<file path="src/hw/rtl/fsl_pkg.sv">
// ----------------------------------------------------------------------------
// fsl_pkg
// Shared types, register codes and threshold constants of the four-sensor
// safety lockout.
// ----------------------------------------------------------------------------
`default_nettype none

package fsl_pkg;

  // Widths of the sample fields
  localparam int unsigned SmallW   = 8;
  localparam int unsigned CurrentW = 16;
  localparam int unsigned CfgIdxW  = 4;
  localparam int unsigned CfgDataW = 16;
  localparam int unsigned BeepW    = 4;
  localparam int unsigned MsgW     = 4;

  // Water depth code for a missing reading
  localparam logic [SmallW-1:0] NoWaterReading = 8'hFF;

  // Fixed clear thresholds (hysteresis release points)
  localparam logic [SmallW-1:0]   WaterClearLevel   = 8'd15;
  localparam logic [SmallW-1:0]   SoilClearLevel    = 8'd70;
  localparam logic [CurrentW-1:0] CurrentClearLevel = 16'd1200;
  localparam logic [SmallW-1:0]   TempClearLevel    = 8'd45;

  // Register reset values
  localparam logic [SmallW-1:0]   WaterActionRst   = 8'd5;
  localparam logic [SmallW-1:0]   WaterWarnRst     = 8'd10;
  localparam logic [SmallW-1:0]   SoilActionRst    = 8'd90;
  localparam logic [SmallW-1:0]   SoilWarnRst      = 8'd80;
  localparam logic [CurrentW-1:0] CurrentActionRst = 16'd2000;
  localparam logic [CurrentW-1:0] CurrentWarnRst   = 16'd1500;
  localparam logic [SmallW-1:0]   TempActionRst    = 8'd60;
  localparam logic [SmallW-1:0]   TempWarnRst      = 8'd50;

  // Configuration register indexes
  typedef enum logic [CfgIdxW-1:0] {
    CFG_WATER_ACTION   = 4'd0,
    CFG_WATER_WARN     = 4'd1,
    CFG_SOIL_ACTION    = 4'd2,
    CFG_SOIL_WARN      = 4'd3,
    CFG_CURRENT_ACTION = 4'd4,
    CFG_CURRENT_WARN   = 4'd5,
    CFG_TEMP_ACTION    = 4'd6,
    CFG_TEMP_WARN      = 4'd7
  } cfg_idx_e;

  // Per-sensor level
  typedef enum logic [1:0] {
    LVL_CLEAR  = 2'd0,
    LVL_WARN   = 2'd1,
    LVL_ACTION = 2'd2
  } level_e;

  // Message codes
  typedef enum logic [MsgW-1:0] {
    MSG_NONE          = 4'd0,
    MSG_LOCK_WATER    = 4'd1,
    MSG_LOCK_SOIL     = 4'd2,
    MSG_LOCK_CURRENT  = 4'd3,
    MSG_LOCK_HEAT     = 4'd4,
    MSG_WARN_WATER    = 4'd5,
    MSG_WARN_SOIL     = 4'd6,
    MSG_WARN_CURRENT  = 4'd7,
    MSG_WARN_HEAT     = 4'd8
  } msg_e;

  // Beep mask bit positions
  localparam int unsigned BeepWater   = 0;
  localparam int unsigned BeepSoil    = 1;
  localparam int unsigned BeepCurrent = 2;
  localparam int unsigned BeepTemp    = 3;

  // Thresholds for one sensor, widened to the current width
  typedef struct packed {
    logic [CurrentW-1:0] action;
    logic [CurrentW-1:0] warn;
    logic [CurrentW-1:0] clear;
  } thresh_t;

  // Outcome of one sensor check
  typedef struct packed {
    logic   hit_action;
    logic   hit_warn;
    logic   beep;
    level_e level;
  } lvl_eval_t;

  // Result word
  typedef struct packed {
    logic             pump_cut;
    logic             motor_cut;
    logic             fan_running;
    logic             red_lamp;
    logic             yellow_lamp;
    logic             locked_out;
    logic [BeepW-1:0] warn_beep_mask;
    logic             lockout_beep;
    logic [MsgW-1:0]  message_code;
  } result_t;

endpackage

`default_nettype wire

</file>
<file path="src/hw/rtl/fsl_ifs.sv">
// ----------------------------------------------------------------------------
// fsl channel interfaces
// Sample input, result output and configuration write channels.
// ----------------------------------------------------------------------------
`default_nettype none

// Sample set channel
interface fsl_smp_if;
  logic                          valid;
  logic                          ready;
  logic [fsl_pkg::SmallW-1:0]    soil_moisture;
  logic [fsl_pkg::SmallW-1:0]    temperature;
  logic [fsl_pkg::CurrentW-1:0]  motor_current;
  logic [fsl_pkg::SmallW-1:0]    water_depth;

  modport source (output valid, soil_moisture, temperature, motor_current, water_depth,
                  input ready);
  modport sink   (input valid, soil_moisture, temperature, motor_current, water_depth,
                  output ready);
endinterface

// Result channel
interface fsl_res_if;
  logic                       valid;
  logic                       ready;
  logic                       pump_cut;
  logic                       motor_cut;
  logic                       fan_running;
  logic                       red_lamp;
  logic                       yellow_lamp;
  logic                       locked_out;
  logic [fsl_pkg::BeepW-1:0]  warn_beep_mask;
  logic                       lockout_beep;
  logic [fsl_pkg::MsgW-1:0]   message_code;

  modport source (output valid, pump_cut, motor_cut, fan_running, red_lamp, yellow_lamp,
                         locked_out, warn_beep_mask, lockout_beep, message_code,
                  input ready);
  modport sink   (input valid, pump_cut, motor_cut, fan_running, red_lamp, yellow_lamp,
                        locked_out, warn_beep_mask, lockout_beep, message_code,
                  output ready);
endinterface

// Configuration write channel
interface fsl_cfg_if;
  logic                          valid;
  logic                          ready;
  logic [fsl_pkg::CfgIdxW-1:0]   index;
  logic [fsl_pkg::CfgDataW-1:0]  data;

  modport source (output valid, index, data, input ready);
  modport sink   (input valid, index, data, output ready);
endinterface

`default_nettype wire

</file>
<file path="src/hw/rtl/fsl_level.sv">
// ----------------------------------------------------------------------------
// fsl_level
// One sensor's three-band check with hysteresis: action, warn, else clear,
// else hold. Low-trip sensors compare downward, the others upward.
// ----------------------------------------------------------------------------
`default_nettype none

module fsl_level (
  input  wire logic [fsl_pkg::CurrentW-1:0] reading_i,
  input  wire fsl_pkg::thresh_t             thresh_i,
  input  wire logic                         trip_low_i,
  input  wire logic                         enable_i,
  input  wire fsl_pkg::level_e              level_i,
  output fsl_pkg::lvl_eval_t                eval_o
);
  import fsl_pkg::*;

  logic at_action;
  logic at_warn;
  logic at_clear;

  // Band compares
  always_comb begin
    if (trip_low_i) begin
      at_action = reading_i <= thresh_i.action;
      at_warn   = reading_i <= thresh_i.warn;
      at_clear  = reading_i >= thresh_i.clear;
    end else begin
      at_action = reading_i >= thresh_i.action;
      at_warn   = reading_i >= thresh_i.warn;
      at_clear  = reading_i <= thresh_i.clear;
    end
  end

  // Priority: action, then warn, then clear; otherwise hold
  always_comb begin
    eval_o.hit_action = 1'b0;
    eval_o.hit_warn   = 1'b0;
    eval_o.beep       = 1'b0;
    eval_o.level      = level_i;
    if (enable_i) begin
      if (at_action) begin
        eval_o.hit_action = 1'b1;
        eval_o.level      = LVL_ACTION;
      end else if (at_warn) begin
        eval_o.hit_warn = 1'b1;
        eval_o.beep     = (level_i == LVL_CLEAR);
        eval_o.level    = LVL_WARN;
      end else if (at_clear) begin
        eval_o.level = LVL_CLEAR;
      end
    end
  end

endmodule

`default_nettype wire

</file>
<file path="src/hw/rtl/four_sensor_safety_lockout.sv">
// ----------------------------------------------------------------------------
// four_sensor_safety_lockout
// A sample set is held in the input register, then moves to the result register.
// Throughput: one sample set per cycle while out_o.ready is high; input and
// result registers let a new set enter while the previous result waits.
// Reset: levels clear, lockout, fan and lamps off, thresholds at defaults.
// Configuration writes are always ready and take effect at once.
// ----------------------------------------------------------------------------
`default_nettype none

module four_sensor_safety_lockout (
  input  wire logic clk_i,
  input  wire logic rst_ni,
  fsl_smp_if.sink   in_i,
  fsl_res_if.source out_o,
  fsl_cfg_if.sink   cfg_i
);
  import fsl_pkg::*;

  // Threshold registers
  logic [SmallW-1:0]   water_action_q, water_warn_q;
  logic [SmallW-1:0]   soil_action_q, soil_warn_q;
  logic [CurrentW-1:0] current_action_q, current_warn_q;
  logic [SmallW-1:0]   temp_action_q, temp_warn_q;

  // Input stage
  logic                in_valid_q;
  logic [SmallW-1:0]   soil_q, temp_q, water_q;
  logic [CurrentW-1:0] current_q;

  // Sensor and lamp state
  level_e water_lvl_q, soil_lvl_q, current_lvl_q, temp_lvl_q;
  logic   lockout_q, fan_q, red_q, yellow_q;
  logic   lockout_d, fan_d, red_d, yellow_d;

  // Result stage
  logic    out_valid_q;
  result_t res_q, res_d;

  logic advance;

  lvl_eval_t water_ev, soil_ev, current_ev, temp_ev;
  thresh_t   water_th, soil_th, current_th, temp_th;

  // Configuration writes
  assign cfg_i.ready = 1'b1;

  always_ff @(posedge clk_i or negedge rst_ni) begin
    if (!rst_ni) begin
      water_action_q   <= WaterActionRst;
      water_warn_q     <= WaterWarnRst;
      soil_action_q    <= SoilActionRst;
      soil_warn_q      <= SoilWarnRst;
      current_action_q <= CurrentActionRst;
      current_warn_q   <= CurrentWarnRst;
      temp_action_q    <= TempActionRst;
      temp_warn_q      <= TempWarnRst;
    end else if (cfg_i.valid) begin
      case (cfg_idx_e'(cfg_i.index))
        CFG_WATER_ACTION:   water_action_q   <= cfg_i.data[SmallW-1:0];
        CFG_WATER_WARN:     water_warn_q     <= cfg_i.data[SmallW-1:0];
        CFG_SOIL_ACTION:    soil_action_q    <= cfg_i.data[SmallW-1:0];
        CFG_SOIL_WARN:      soil_warn_q      <= cfg_i.data[SmallW-1:0];
        CFG_CURRENT_ACTION: current_action_q <= cfg_i.data[CurrentW-1:0];
        CFG_CURRENT_WARN:   current_warn_q   <= cfg_i.data[CurrentW-1:0];
        CFG_TEMP_ACTION:    temp_action_q    <= cfg_i.data[SmallW-1:0];
        CFG_TEMP_WARN:      temp_warn_q      <= cfg_i.data[SmallW-1:0];
        default: ;
      endcase
    end
  end

  // Handshake: the input word moves to the result register when it is free
  assign advance    = in_valid_q && (!out_valid_q || out_o.ready);
  assign in_i.ready = !in_valid_q || advance;

  always_ff @(posedge clk_i or negedge rst_ni) begin
    if (!rst_ni) begin
      in_valid_q <= 1'b0;
    end else if (in_i.ready) begin
      in_valid_q <= in_i.valid;
    end
  end

  always_ff @(posedge clk_i) begin
    if (in_i.valid && in_i.ready) begin
      soil_q    <= in_i.soil_moisture;
      temp_q    <= in_i.temperature;
      current_q <= in_i.motor_current;
      water_q   <= in_i.water_depth;
    end
  end

  // Sensor checks
  assign water_th   = '{action: CurrentW'(water_action_q), warn: CurrentW'(water_warn_q),
                        clear: CurrentW'(WaterClearLevel)};
  assign soil_th    = '{action: CurrentW'(soil_action_q), warn: CurrentW'(soil_warn_q),
                        clear: CurrentW'(SoilClearLevel)};
  assign current_th = '{action: current_action_q, warn: current_warn_q,
                        clear: CurrentClearLevel};
  assign temp_th    = '{action: CurrentW'(temp_action_q), warn: CurrentW'(temp_warn_q),
                        clear: CurrentW'(TempClearLevel)};

  fsl_level u_water (
    .reading_i  (CurrentW'(water_q)),
    .thresh_i   (water_th),
    .trip_low_i (1'b1),
    .enable_i   (water_q != NoWaterReading),
    .level_i    (water_lvl_q),
    .eval_o     (water_ev)
  );

  fsl_level u_soil (
    .reading_i  (CurrentW'(soil_q)),
    .thresh_i   (soil_th),
    .trip_low_i (1'b0),
    .enable_i   (1'b1),
    .level_i    (soil_lvl_q),
    .eval_o     (soil_ev)
  );

  fsl_level u_current (
    .reading_i  (current_q),
    .thresh_i   (current_th),
    .trip_low_i (1'b0),
    .enable_i   (1'b1),
    .level_i    (current_lvl_q),
    .eval_o     (current_ev)
  );

  fsl_level u_temp (
    .reading_i  (CurrentW'(temp_q)),
    .thresh_i   (temp_th),
    .trip_low_i (1'b0),
    .enable_i   (1'b1),
    .level_i    (temp_lvl_q),
    .eval_o     (temp_ev)
  );

  // Lockout, lamps, fan and result word
  always_comb begin
    logic action;
    logic any_level;
    logic fan_pre;

    action = water_ev.hit_action | soil_ev.hit_action |
             current_ev.hit_action | temp_ev.hit_action;
    any_level = (water_ev.level != LVL_CLEAR) || (soil_ev.level != LVL_CLEAR) ||
                (current_ev.level != LVL_CLEAR) || (temp_ev.level != LVL_CLEAR);
    fan_pre = fan_q | temp_ev.hit_action | temp_ev.hit_warn;

    lockout_d = lockout_q;
    fan_d     = fan_pre;
    red_d     = red_q;
    yellow_d  = yellow_q;
    if (action) begin
      lockout_d = 1'b1;
      red_d     = 1'b1;
      yellow_d  = 1'b0;
    end else if (lockout_q) begin
      if (!any_level) begin
        lockout_d = 1'b0;
        fan_d     = 1'b0;
        red_d     = 1'b0;
      end
    end else if (any_level) begin
      yellow_d = 1'b1;
    end else begin
      yellow_d = 1'b0;
      fan_d    = 1'b0;
    end

    res_d.pump_cut       = action;
    res_d.motor_cut      = current_ev.hit_action | temp_ev.hit_action;
    res_d.fan_running    = fan_d;
    res_d.red_lamp       = red_d;
    res_d.yellow_lamp    = yellow_d;
    res_d.locked_out     = lockout_d;
    res_d.warn_beep_mask = '0;
    res_d.warn_beep_mask[BeepWater]   = water_ev.beep;
    res_d.warn_beep_mask[BeepSoil]    = soil_ev.beep;
    res_d.warn_beep_mask[BeepCurrent] = current_ev.beep;
    res_d.warn_beep_mask[BeepTemp]    = temp_ev.beep;
    res_d.lockout_beep   = action;

    // Last sensor in check order with a message wins
    if (temp_ev.hit_action)         res_d.message_code = MSG_LOCK_HEAT;
    else if (temp_ev.hit_warn)      res_d.message_code = MSG_WARN_HEAT;
    else if (current_ev.hit_action) res_d.message_code = MSG_LOCK_CURRENT;
    else if (current_ev.hit_warn)   res_d.message_code = MSG_WARN_CURRENT;
    else if (soil_ev.hit_action)    res_d.message_code = MSG_LOCK_SOIL;
    else if (soil_ev.hit_warn)      res_d.message_code = MSG_WARN_SOIL;
    else if (water_ev.hit_action)   res_d.message_code = MSG_LOCK_WATER;
    else if (water_ev.hit_warn)     res_d.message_code = MSG_WARN_WATER;
    else                            res_d.message_code = MSG_NONE;
  end

  // State commits as the word moves to the result register
  always_ff @(posedge clk_i or negedge rst_ni) begin
    if (!rst_ni) begin
      water_lvl_q   <= LVL_CLEAR;
      soil_lvl_q    <= LVL_CLEAR;
      current_lvl_q <= LVL_CLEAR;
      temp_lvl_q    <= LVL_CLEAR;
      lockout_q     <= 1'b0;
      fan_q         <= 1'b0;
      red_q         <= 1'b0;
      yellow_q      <= 1'b0;
      out_valid_q   <= 1'b0;
    end else begin
      if (advance) begin
        water_lvl_q   <= water_ev.level;
        soil_lvl_q    <= soil_ev.level;
        current_lvl_q <= current_ev.level;
        temp_lvl_q    <= temp_ev.level;
        lockout_q     <= lockout_d;
        fan_q         <= fan_d;
        red_q         <= red_d;
        yellow_q      <= yellow_d;
        out_valid_q   <= 1'b1;
      end else if (out_o.ready) begin
        out_valid_q <= 1'b0;
      end
    end
  end

  always_ff @(posedge clk_i) begin
    if (advance) begin
      res_q <= res_d;
    end
  end

  // Result port
  assign out_o.valid          = out_valid_q;
  assign out_o.pump_cut       = res_q.pump_cut;
  assign out_o.motor_cut      = res_q.motor_cut;
  assign out_o.fan_running    = res_q.fan_running;
  assign out_o.red_lamp       = res_q.red_lamp;
  assign out_o.yellow_lamp    = res_q.yellow_lamp;
  assign out_o.locked_out     = res_q.locked_out;
  assign out_o.warn_beep_mask = res_q.warn_beep_mask;
  assign out_o.lockout_beep   = res_q.lockout_beep;
  assign out_o.message_code   = res_q.message_code;

endmodule

`default_nettype wire
</file>
<file path="src/flat_wrapper.sv">
// flat-port wrapper written by rule: the top's interface ports become plain ports
module four_sensor_safety_lockout_flat import fsl_pkg::*;
  (clk_i, rst_ni, in_i_valid, in_i_soil_moisture, in_i_temperature, in_i_motor_current, in_i_water_depth, in_i_ready, out_o_valid, out_o_pump_cut, out_o_motor_cut, out_o_fan_running, out_o_red_lamp, out_o_yellow_lamp, out_o_locked_out, out_o_warn_beep_mask, out_o_lockout_beep, out_o_message_code, out_o_ready, cfg_i_valid, cfg_i_index, cfg_i_data, cfg_i_ready);
  fsl_smp_if in_i_i ();
  fsl_res_if out_o_i ();
  fsl_cfg_if cfg_i_i ();
  input  wire logic clk_i;
  input  wire logic rst_ni;
  input wire logic [$bits(in_i_i.valid)-1:0] in_i_valid;
  input wire logic [$bits(in_i_i.soil_moisture)-1:0] in_i_soil_moisture;
  input wire logic [$bits(in_i_i.temperature)-1:0] in_i_temperature;
  input wire logic [$bits(in_i_i.motor_current)-1:0] in_i_motor_current;
  input wire logic [$bits(in_i_i.water_depth)-1:0] in_i_water_depth;
  output wire logic [$bits(in_i_i.ready)-1:0] in_i_ready;
  output wire logic [$bits(out_o_i.valid)-1:0] out_o_valid;
  output wire logic [$bits(out_o_i.pump_cut)-1:0] out_o_pump_cut;
  output wire logic [$bits(out_o_i.motor_cut)-1:0] out_o_motor_cut;
  output wire logic [$bits(out_o_i.fan_running)-1:0] out_o_fan_running;
  output wire logic [$bits(out_o_i.red_lamp)-1:0] out_o_red_lamp;
  output wire logic [$bits(out_o_i.yellow_lamp)-1:0] out_o_yellow_lamp;
  output wire logic [$bits(out_o_i.locked_out)-1:0] out_o_locked_out;
  output wire logic [$bits(out_o_i.warn_beep_mask)-1:0] out_o_warn_beep_mask;
  output wire logic [$bits(out_o_i.lockout_beep)-1:0] out_o_lockout_beep;
  output wire logic [$bits(out_o_i.message_code)-1:0] out_o_message_code;
  input wire logic [$bits(out_o_i.ready)-1:0] out_o_ready;
  input wire logic [$bits(cfg_i_i.valid)-1:0] cfg_i_valid;
  input wire logic [$bits(cfg_i_i.index)-1:0] cfg_i_index;
  input wire logic [$bits(cfg_i_i.data)-1:0] cfg_i_data;
  output wire logic [$bits(cfg_i_i.ready)-1:0] cfg_i_ready;
  assign in_i_i.valid = in_i_valid;
  assign in_i_i.soil_moisture = in_i_soil_moisture;
  assign in_i_i.temperature = in_i_temperature;
  assign in_i_i.motor_current = in_i_motor_current;
  assign in_i_i.water_depth = in_i_water_depth;
  assign in_i_ready = in_i_i.ready;
  assign out_o_valid = out_o_i.valid;
  assign out_o_pump_cut = out_o_i.pump_cut;
  assign out_o_motor_cut = out_o_i.motor_cut;
  assign out_o_fan_running = out_o_i.fan_running;
  assign out_o_red_lamp = out_o_i.red_lamp;
  assign out_o_yellow_lamp = out_o_i.yellow_lamp;
  assign out_o_locked_out = out_o_i.locked_out;
  assign out_o_warn_beep_mask = out_o_i.warn_beep_mask;
  assign out_o_lockout_beep = out_o_i.lockout_beep;
  assign out_o_message_code = out_o_i.message_code;
  assign out_o_i.ready = out_o_ready;
  assign cfg_i_i.valid = cfg_i_valid;
  assign cfg_i_i.index = cfg_i_index;
  assign cfg_i_i.data = cfg_i_data;
  assign cfg_i_ready = cfg_i_i.ready;
  four_sensor_safety_lockout u_core (.clk_i(clk_i), .rst_ni(rst_ni), .in_i(in_i_i), .out_o(out_o_i), .cfg_i(cfg_i_i));
endmodule
</file>
<file path="config.mk">
export PLATFORM = sky130hd
export DESIGN_NAME = four_sensor_safety_lockout_flat
export DESIGN_NICKNAME = d
export VERILOG_FILES = /design/src/hw/rtl/fsl_pkg.sv /design/src/hw/rtl/fsl_ifs.sv /design/src/hw/rtl/fsl_level.sv /design/src/hw/rtl/four_sensor_safety_lockout.sv /design/src/flat_wrapper.sv
export SDC_FILE = /design/constraint.sdc
export NUM_CORES = 1
export LEC_CHECK = 0
export ABC_CLOCK_PERIOD_IN_PS = 3900
export BUFFER_PORTS_ARGS = -buffer_cell sky130_fd_sc_hd__buf_4
export CAP_MARGIN = 20
export CELL_PAD_IN_SITES_DETAIL_PLACEMENT = 1
export CELL_PAD_IN_SITES_GLOBAL_PLACEMENT = 1
export CORE_MARGIN = 1.5
export CORE_UTILIZATION = 31
export DETAILED_ROUTE_END_ITERATION = 8
export GPL_TIMING_DRIVEN = 0
export PLACE_DENSITY_LB_ADDON = 0.1
export SLEW_MARGIN = 20
export SYNTH_ARGS = -nofsm -noshare
export SYNTH_HDL_FRONTEND = slang
export SYNTH_SLANG_ARGS = --single-unit
</file>
<file path="constraint.sdc">
create_clock -name clk_i -period 3.9 [get_ports clk_i]
set_clock_uncertainty 0.2 [all_clocks]
set_input_delay 0.78 -clock clk_i [delete_from_list [all_inputs] [get_ports clk_i]]
set_output_delay 0.78 -clock clk_i [all_outputs]
set_load 0.03 [all_outputs]
</file>
==> results.json, run 1 <==
{
  "outcome": "finished clean",
  "path_common_cell": "inv_1",
  "cts_setup_buffers": 0,
  "vias_per_cell": 4.778,
  "period_needed_ns": 3.520,
  "max_freq_ghz": 0.2841,
  "cts_hold_buf": 0,
  "clk_pin_slew_ns": 0.06,
  "grtUsageTotal_pct": 16.30,
  "synth_top_area_share_pct": 21.72,
  "syn2layout_area_growth_pct": 22.51,
  "netlist_instances": 658,
  "ir_drop_v": 0.0002319,
  "fin_nets": 903,
  "synth_xor_area_share_pct": 0,
  "slowest_delay_ns": 0.63,
  "final_cell_mix": "85 x inv_1, 81 x buf_4, 80 x ha_1, 67 x o21ai_0, 64 x dfrtp_1",
  "cts_root_buf": "clkbuf_16",
  "final_common_cell": "inv_1",
  "cp-end-kind": "register",
  "cts_resized": 0,
  "worstSetupStartpointType": "register",
  "fin_crit_sh_pct": 90.26,
  "diodes": 0,
  "drc": 0,
  "dieHeight_um": 158.2,
  "hold_viol_final": 0,
  "cts_tree": "yes",
  "synth_area_leaders": "edfxtp_1 22%, dfrtp_1 21%, ha_1 13%, dfstp_2 11%, mux2_2 6.6%",
  "netlist_area_um2": 7465,
  "ys_seq_area_share_pct": 53.74,
  "whs_ns": 0.2444,
  "worstSetupPathType": "register to register",
  "synth_top_family_by_area": "adder cells",
  "cp_cell_sequence": "inv_1 -> ha_1 -> a2111oi_2 -> inv_1 -> o311ai_1 -> nand2_1 -> nor4b_4 -> a211oi_1",
  "antenna_found_initial": 0,
  "wl_per_cell_um": 17.23,
  "dieArea_um2": 25020,
  "dpl-instance-area_um2": 8489,
  "start_util_pct": 31.71,
  "hold_class": "primary input to asynchronous set/reset pin",
  "p_per_area_nw_per_um2": 556.9,
  "cts_inserted_buffers": 17,
  "synth-seq-cells": 148,
  "rsz0062_at_grt": "false",
  "synth.distinct_cells": 55,
  "place_congestion": 0.8226,
  "critPathArrivalTime_ns": 3.47,
  "clock_latency_ns": 0.42,
  "tns_ns": 0,
  "wl_um": 18780,
  "num_io_pins": 83,
  "layout-drive-gt1-share_pct": 25.81,
  "grt_first_pass_wirelength_um": 30340,
  "dr.pass1.iters": 4,
  "fin_area_um2": 9145,
  "yosys.area_share.simple_pct": 9.688,
  "synthArstFlopShare_pct": 63.51,
  "synth_top_cell_by_area": "edfxtp_1",
  "htree_levels": 4,
  "synth_edf_count": 54,
  "setup_viol": 0,
  "synth.area.mux_share_pct": 6.638,
  "placementRows": 56,
  "dp_slack_ns": 0.3564,
  "grt_max_degree": 95,
  "critPathBufInv": 2,
  "path_max_fanout": 8,
  "path_delay_family": "compound AO/OA/AOI/OAI gates",
  "place_hpwl_um": 13930,
  "ys.flop_type": "dfrtp_1",
  "max_slew.worst_pin.slew_ns": 0.9557,
  "cts_sinks": 148,
  "gr-total-overflow": 0,
  "synthAdderAreaFrac_pct": 13.41,
  "total_power_mw": 5.092,
  "leakage_nw": 3.981,
  "vias": 5208,
  "synth_compound_area_share_pct": 11.33,
  "grt_pass1_vias": 5693,
  "yosysWarnings": 0,
  "worst_ep_required_time_ns": 3.85,
  "core_area_um2": 23540,
  "maxCapViolations": 0,
  "slew_violations": 0,
  "syn_area_per_cell_um2": 11.34,
  "clockBufferDepth": 2,
  "max_slew_margin_pct": 36.29,
  "fill_cells": 2616,
  "port_buffers": 80,
  "ant_nets": 0,
  "finalWorstSetupSlack_ns": 0.3799,
  "slowest_stage": "o311ai_1",
  "die-width_um": 158.2,
  "dr.first_iter.drc_count": 165,
  "syn-num-nets": 803
}
==> Yosys cell counts, types with 2 or more instances <==
library cell   n
nor4_1         4
a31oi_1        2
nor2b_1        2
inv_1         85
or4_1          2
nor2_1        27
ha_1          80
clkbuf_1      11
a2111o_1       2
nand4_1       12
nand2b_1       7
dfstp_2       30
or3_1          2
buf_4          2
o21ai_1        2
nand3_1        3
a211o_1        3
a21oi_1       29
a2111oi_2      3
a211oi_1       5
nand2_1       62
a21o_1         3
a31o_2         2
nand3b_1       4
dfrtp_1       64
nor3_1        11
edfxtp_1      54
nor3b_1        4
a211oi_2       2
o31ai_1        2
o21ai_0       67
o21a_1         4
mux2_2        44
==> worst paths after layout <==
| check | from | slack, ns | depth (start not counted) | end |
|---|---|---|---|---|
| setup / recovery | u_core.temp_action_q[5]$_DFFE_PN1P_ | 0.38 | 8 | u_core.out_o.yellow_lamp$_DFFE_PP_ |
| hold / removal | rst_ni | 0.24 | 1 | u_core.water_warn_q[7]$_DFFE_PN0P_ |
| setup reg to reg | u_core.temp_action_q[5]$_DFFE_PN1P_ | 0.38 | 8 | u_core.out_o.yellow_lamp$_DFFE_PP_ |
| hold reg to reg | u_core.yellow_q$_DFFE_PN0P_ | 0.30 | 1 | u_core.yellow_q$_DFFE_PN0P_ |
| max in group asynchronous | rst_ni | 2.57 | 1 | u_core.current_warn_q[12]$_DFFE_PN0P_ |
| min in group clk_i | u_core.yellow_q$_DFFE_PN0P_ | 0.30 | 1 | u_core.yellow_q$_DFFE_PN0P_ |
==> registers in the layout, summed over array words and instances (netlist names), 8 cells and up <==
| signal | cells |
|---|---|
| u_core.soil_warn_q | 8 |
| u_core.temp_action_q | 8 |
| u_core.water_warn_q | 8 |
| u_core.water_q | 8 |
| u_core.current_action_q | 16 |
| u_core.temp_q | 8 |
| u_core.current_warn_q | 16 |
| u_core.soil_action_q | 8 |
| u_core.water_action_q | 8 |
| u_core.temp_warn_q | 8 |
| u_core.soil_q | 8 |
| u_core.current_q | 16 |
==> per-layer routing <==
layer	global-route usage, %	part of all wire, %	wire (µm)
met5	0	0	0
met4	3.916	0.72	136
met3	3.778	3.0	567
met2	28.45	50	9435
met1	20.31	46	8638
==> power breakdown <==
group	switching (mW)	internal, mW	total, mW
clock	0.633	1.19	1.82
sequential	0.145	1.97	2.11
combinational	0.657	0.498	1.16
==> through the flow <==
step / cells / util (%)
finish: 1090 / 38.84
global route: 1090 / 38.84
CTS: 1090 / 38.84
detailed placement: 1058 / 36.06
global placement: 1057 / 35.95
floorplan: 658 / -
==> worst reg2reg max path, delay by kind of cell, from the launching register on <==
| kind | cells | cell delay (ns) |
|---|---|---|
| AND/OR/NAND/NOR | 2 | 0.92 |
| adder cells (fa/ha/maj) | 1 | 0.31 |
| buffers and inverters | 2 | 0.14 |
| flip-flops | 1 | 0.51 |
| AO/OA/AOI/OAI | 3 | 1.15 |
==> cell families (layout without fill, tap and decap cells) <==
group                      count (synthesis)  after routing
and+or+nand+nor                          147            147
AOI/OAI and AO/OA                        138            138
adders and majority gates                 80             80
other                                      1              1
muxes                                     44             44
buffers and inverters                    100            213
DFF                                      148            148
==> final cells by class <==
type,instances,area (µm²),area share (%)
plain buffers,14,62.56,0.6841
inverters,86,322.8,3.530
repair buffers,81,624.3,6.827
clock inverters,8,172.7,1.888
well taps,319,399.1,4.364
multi-input cells,410,3070,33.57
clock buffers,24,481.7,5.267
flip-flops and latches,148,4011,43.86
No activity file was read; power rests on OpenSTA's default activity.
==> run 2: changes to the inputs <==
--- a/config.mk
+++ b/config.mk
@@ -5,8 +5,8 @@
 export SDC_FILE = /design/constraint.sdc
 export NUM_CORES = 1
 export LEC_CHECK = 0
-export ABC_CLOCK_PERIOD_IN_PS = 3900
-export BUFFER_PORTS_ARGS = -buffer_cell sky130_fd_sc_hd__buf_4
+export ABC_CLOCK_PERIOD_IN_PS = 2950
+export BUFFER_PORTS_ARGS = -buffer_cell sky130_fd_sc_hd__buf_2
 export CAP_MARGIN = 20
 export CELL_PAD_IN_SITES_DETAIL_PLACEMENT = 1
 export CELL_PAD_IN_SITES_GLOBAL_PLACEMENT = 1
==> constraint.sdc (replaced) <==
create_clock -name clk_i -period 2.95 [get_ports clk_i]
set_clock_uncertainty 0.2 [all_clocks]
set_input_delay 0.59 -clock clk_i [delete_from_list [all_inputs] [get_ports clk_i]]
set_output_delay 0.59 -clock clk_i [all_outputs]
set_load 0.03 [all_outputs]
==> results.json, run 2 (synthesis results as in run 1) <==
{
  "hold_viol_final": 0,
  "top_layer_used": "met4",
  "fin_crit_sh_pct": 99.20,
  "cts_tree": "yes",
  "grtUsageTotal_pct": 16.64,
  "grt_max_degree": 63,
  "place_congestion": 0.8197,
  "dieHeight_um": 158.2,
  "max_slew_margin_pct": 50.14,
  "path_common_cell": "inv_2",
  "reg.largest.list": "u_core.current_action_q: 16 flops, u_core.current_q: 16 flops, u_core.current_warn_q: 16 flops",
  "core_area_um2": 23540,
  "worstSetupPathType": "register to register",
  "max_freq_ghz": 0.3417,
  "final_common_cell": "inv_1",
  "leakage_nw": 4.017,
  "place_hpwl_um": 14090,
  "wl_per_cell_um": 17.32,
  "grt_pass1_vias": 5859,
  "fin_area_um2": 9415,
  "total_power_mw": 6.735,
  "critPathArrivalTime_ns": 2.90,
  "path_max_fanout": 8,
  "setup_viol": 0,
  "slowest_delay_ns": 0.54,
  "period_needed_ns": 2.926,
  "port_buffers": 80,
  "die-width_um": 158.2,
  "cts_sinks": 148,
  "num_io_pins": 83,
  "wl_met2_um": 9777,
  "fill_cells": 2598,
  "ant_nets": 0,
  "clock_latency_ns": 0.43,
  "antenna_found_initial": 0,
  "p_sw_share_pct": 30.86,
  "cts_inserted_buffers": 17,
  "p_clk_share_pct": 31.9,
  "syn2layout_area_growth_pct": 26.13,
  "htree_levels": 4,
  "final_cell_mix": "81 x inv_1, 79 x buf_2, 71 x ha_1, 65 x o21ai_0, 64 x dfrtp_1",
  "clockBufferDepth": 2,
  "rsz0062_at_grt": "true",
  "ir_drop_v": 0.0002267,
  "p_comb_share_pct": 26.6,
  "dieArea_um2": 25020,
  "layout-drive-gt1-share_pct": 33.08,
  "cts_root_buf": "clkbuf_16",
  "cellInternalPower_mw": 4.657,
  "dr.pass1.iters": 4,
  "start_util_pct": 31.71,
  "vias": 5355,
  "maxCapViolations": 0,
  "cp-end-kind": "register",
  "vias_per_cell": 4.807,
  "wl_um": 19300,
  "slew_violations": 0,
  "grt_first_pass_wirelength_um": 31020,
  "tns_ns": 0,
  "cp_cell_sequence": "inv_2 -> ha_4 -> a2111o_1 -> a211oi_4 -> inv_2 -> nor4_4 -> nor4b_4 -> buf_6 -> a211oi_1",
  "met1_length_um": 8693,
  "fin_nets": 927,
  "gr-total-overflow": 0,
  "slowest_stage": "dfstp_2",
  "dp_slack_ns": -0.6232,
  "outcome": "finished clean",
  "placementRows": 56,
  "drc": 0,
  "worst_ep_required_time_ns": 2.92,
  "pwr-share-seq_pct": 41.5,
  "dpl-instance-area_um2": 8319,
  "finalWorstSetupSlack_ns": 0.02352,
  "clk_pin_slew_ns": 0.06,
  "worstSetupStartpointType": "register",
  "diodes": 0,
  "hold_class": "primary input to register",
  "p_per_area_nw_per_um2": 715.4,
  "max_slew.worst_pin.slew_ns": 0.7479,
  "netSwitchingPower_mw": 2.079,
  "instances_no_fill": 1114,
  "dp.cells": 1059,
  "dr.first_iter.drc_count": 207,
  "wl_met3_um": 556
}
run 2: cell count changes in the layout (fill, tap and decap cells not counted), moves of 5 or more:
cell,change
buf_2,+78
buf_4,-57
ha_1,-9
ha_4,+8
a21oi_1,-5
clkinvlp_4,+5
run 2: layer usage:
| metal | vias to the layer above | track usage, % |
|---|---|---|
| li1 | 2580 | - |
| met4 | 0 | 5.563 |
| met5 | - | 0 |
| met3 | 20 | 3.093 |
| met1 | 2679 | 20.48 |
| met2 | 76 | 29.17 |
run 2: power groups by stage:
stage | clock [mW] | sequential (mW) | combinational, mW
floorplan | 0 | 2.83 | 0.990
global placement | 0 | 2.82 | 1.42
detailed placement | 0 | 2.83 | 1.52
CTS | 2.21 | 2.80 | 1.74
global route | 2.30 | 2.84 | 2.03
finish | 2.15 | 2.79 | 1.79
run 2: layout make-up:
class	instances	area (µm²)	area share [%]
timing repair buffer	106	640.6	6.804
tap	319	399.1	4.239
clock inverter	13	133.9	1.422
clock buffer	19	442.9	4.704
multi-input combinational	410	3407	36.19
sequential	148	4011	42.60
buffer	13	57.56	0.6113
inverter	86	322.8	3.429
run 2: path summary, 6_finish.rpt:
check / startpoint / cells past startpoint / slack (ns) / end
worst min-delay path: in_i_temperature[3] / 1 / 0.13 / u_core.temp_q[3]$_DFFE_PP_
max in group asynchronous: rst_ni / 3 / 1.44 / u_core.current_warn_q[2]$_DFFE_PN1P_
worst max-delay path: u_core.soil_action_q[1]$_DFFE_PN1P_ / 9 / 0.02 / u_core.out_o.yellow_lamp$_DFFE_PP_
worst max register to register: u_core.soil_action_q[1]$_DFFE_PN1P_ / 9 / 0.02 / u_core.out_o.yellow_lamp$_DFFE_PP_
min in group asynchronous: rst_ni / 2 / 0.43 / u_core.water_lvl_q[0]$_DFFE_PN0P_
worst min register to register: u_core.current_action_q[5]$_DFFE_PN0P_ / 1 / 0.30 / u_core.current_action_q[5]$_DFFE_PN0P_
run 2: stage by stage:
| stage | utilization (%) | hold WS, ns |
|---|---|---|
| floorplan | - | 0.09441 |
| global placement | 35.10 | 0.2744 |
| detailed placement | 35.34 | 0.2917 |
| CTS | 39.54 | 0.1110 |
| global route | 39.99 | 0.1121 |
| finish | 39.99 | 0.1327 |
run 2: worst max-delay path: cells and delay by family (launching register included):
family          cells  cell delay [ns]
fa+ha+maj           1             0.20
flops               1             0.54
compound gates      3             0.85
buf+inv             3             0.31
simple gates        2             0.56
run 2: timing repair:
| action | CTS | global route |
|---|---|---|
| gates cloned | 0 | 0 |
| buffers inserted | 20 | 3 |
| hold buffers | 1 | 0 |
| pin swaps | 18 | 11 |
| gates resized for setup | 37 | 18 |
| setup endpoints to repair | 10 | 10 |
| endpoints found under the hold margin | 22 | 0 |
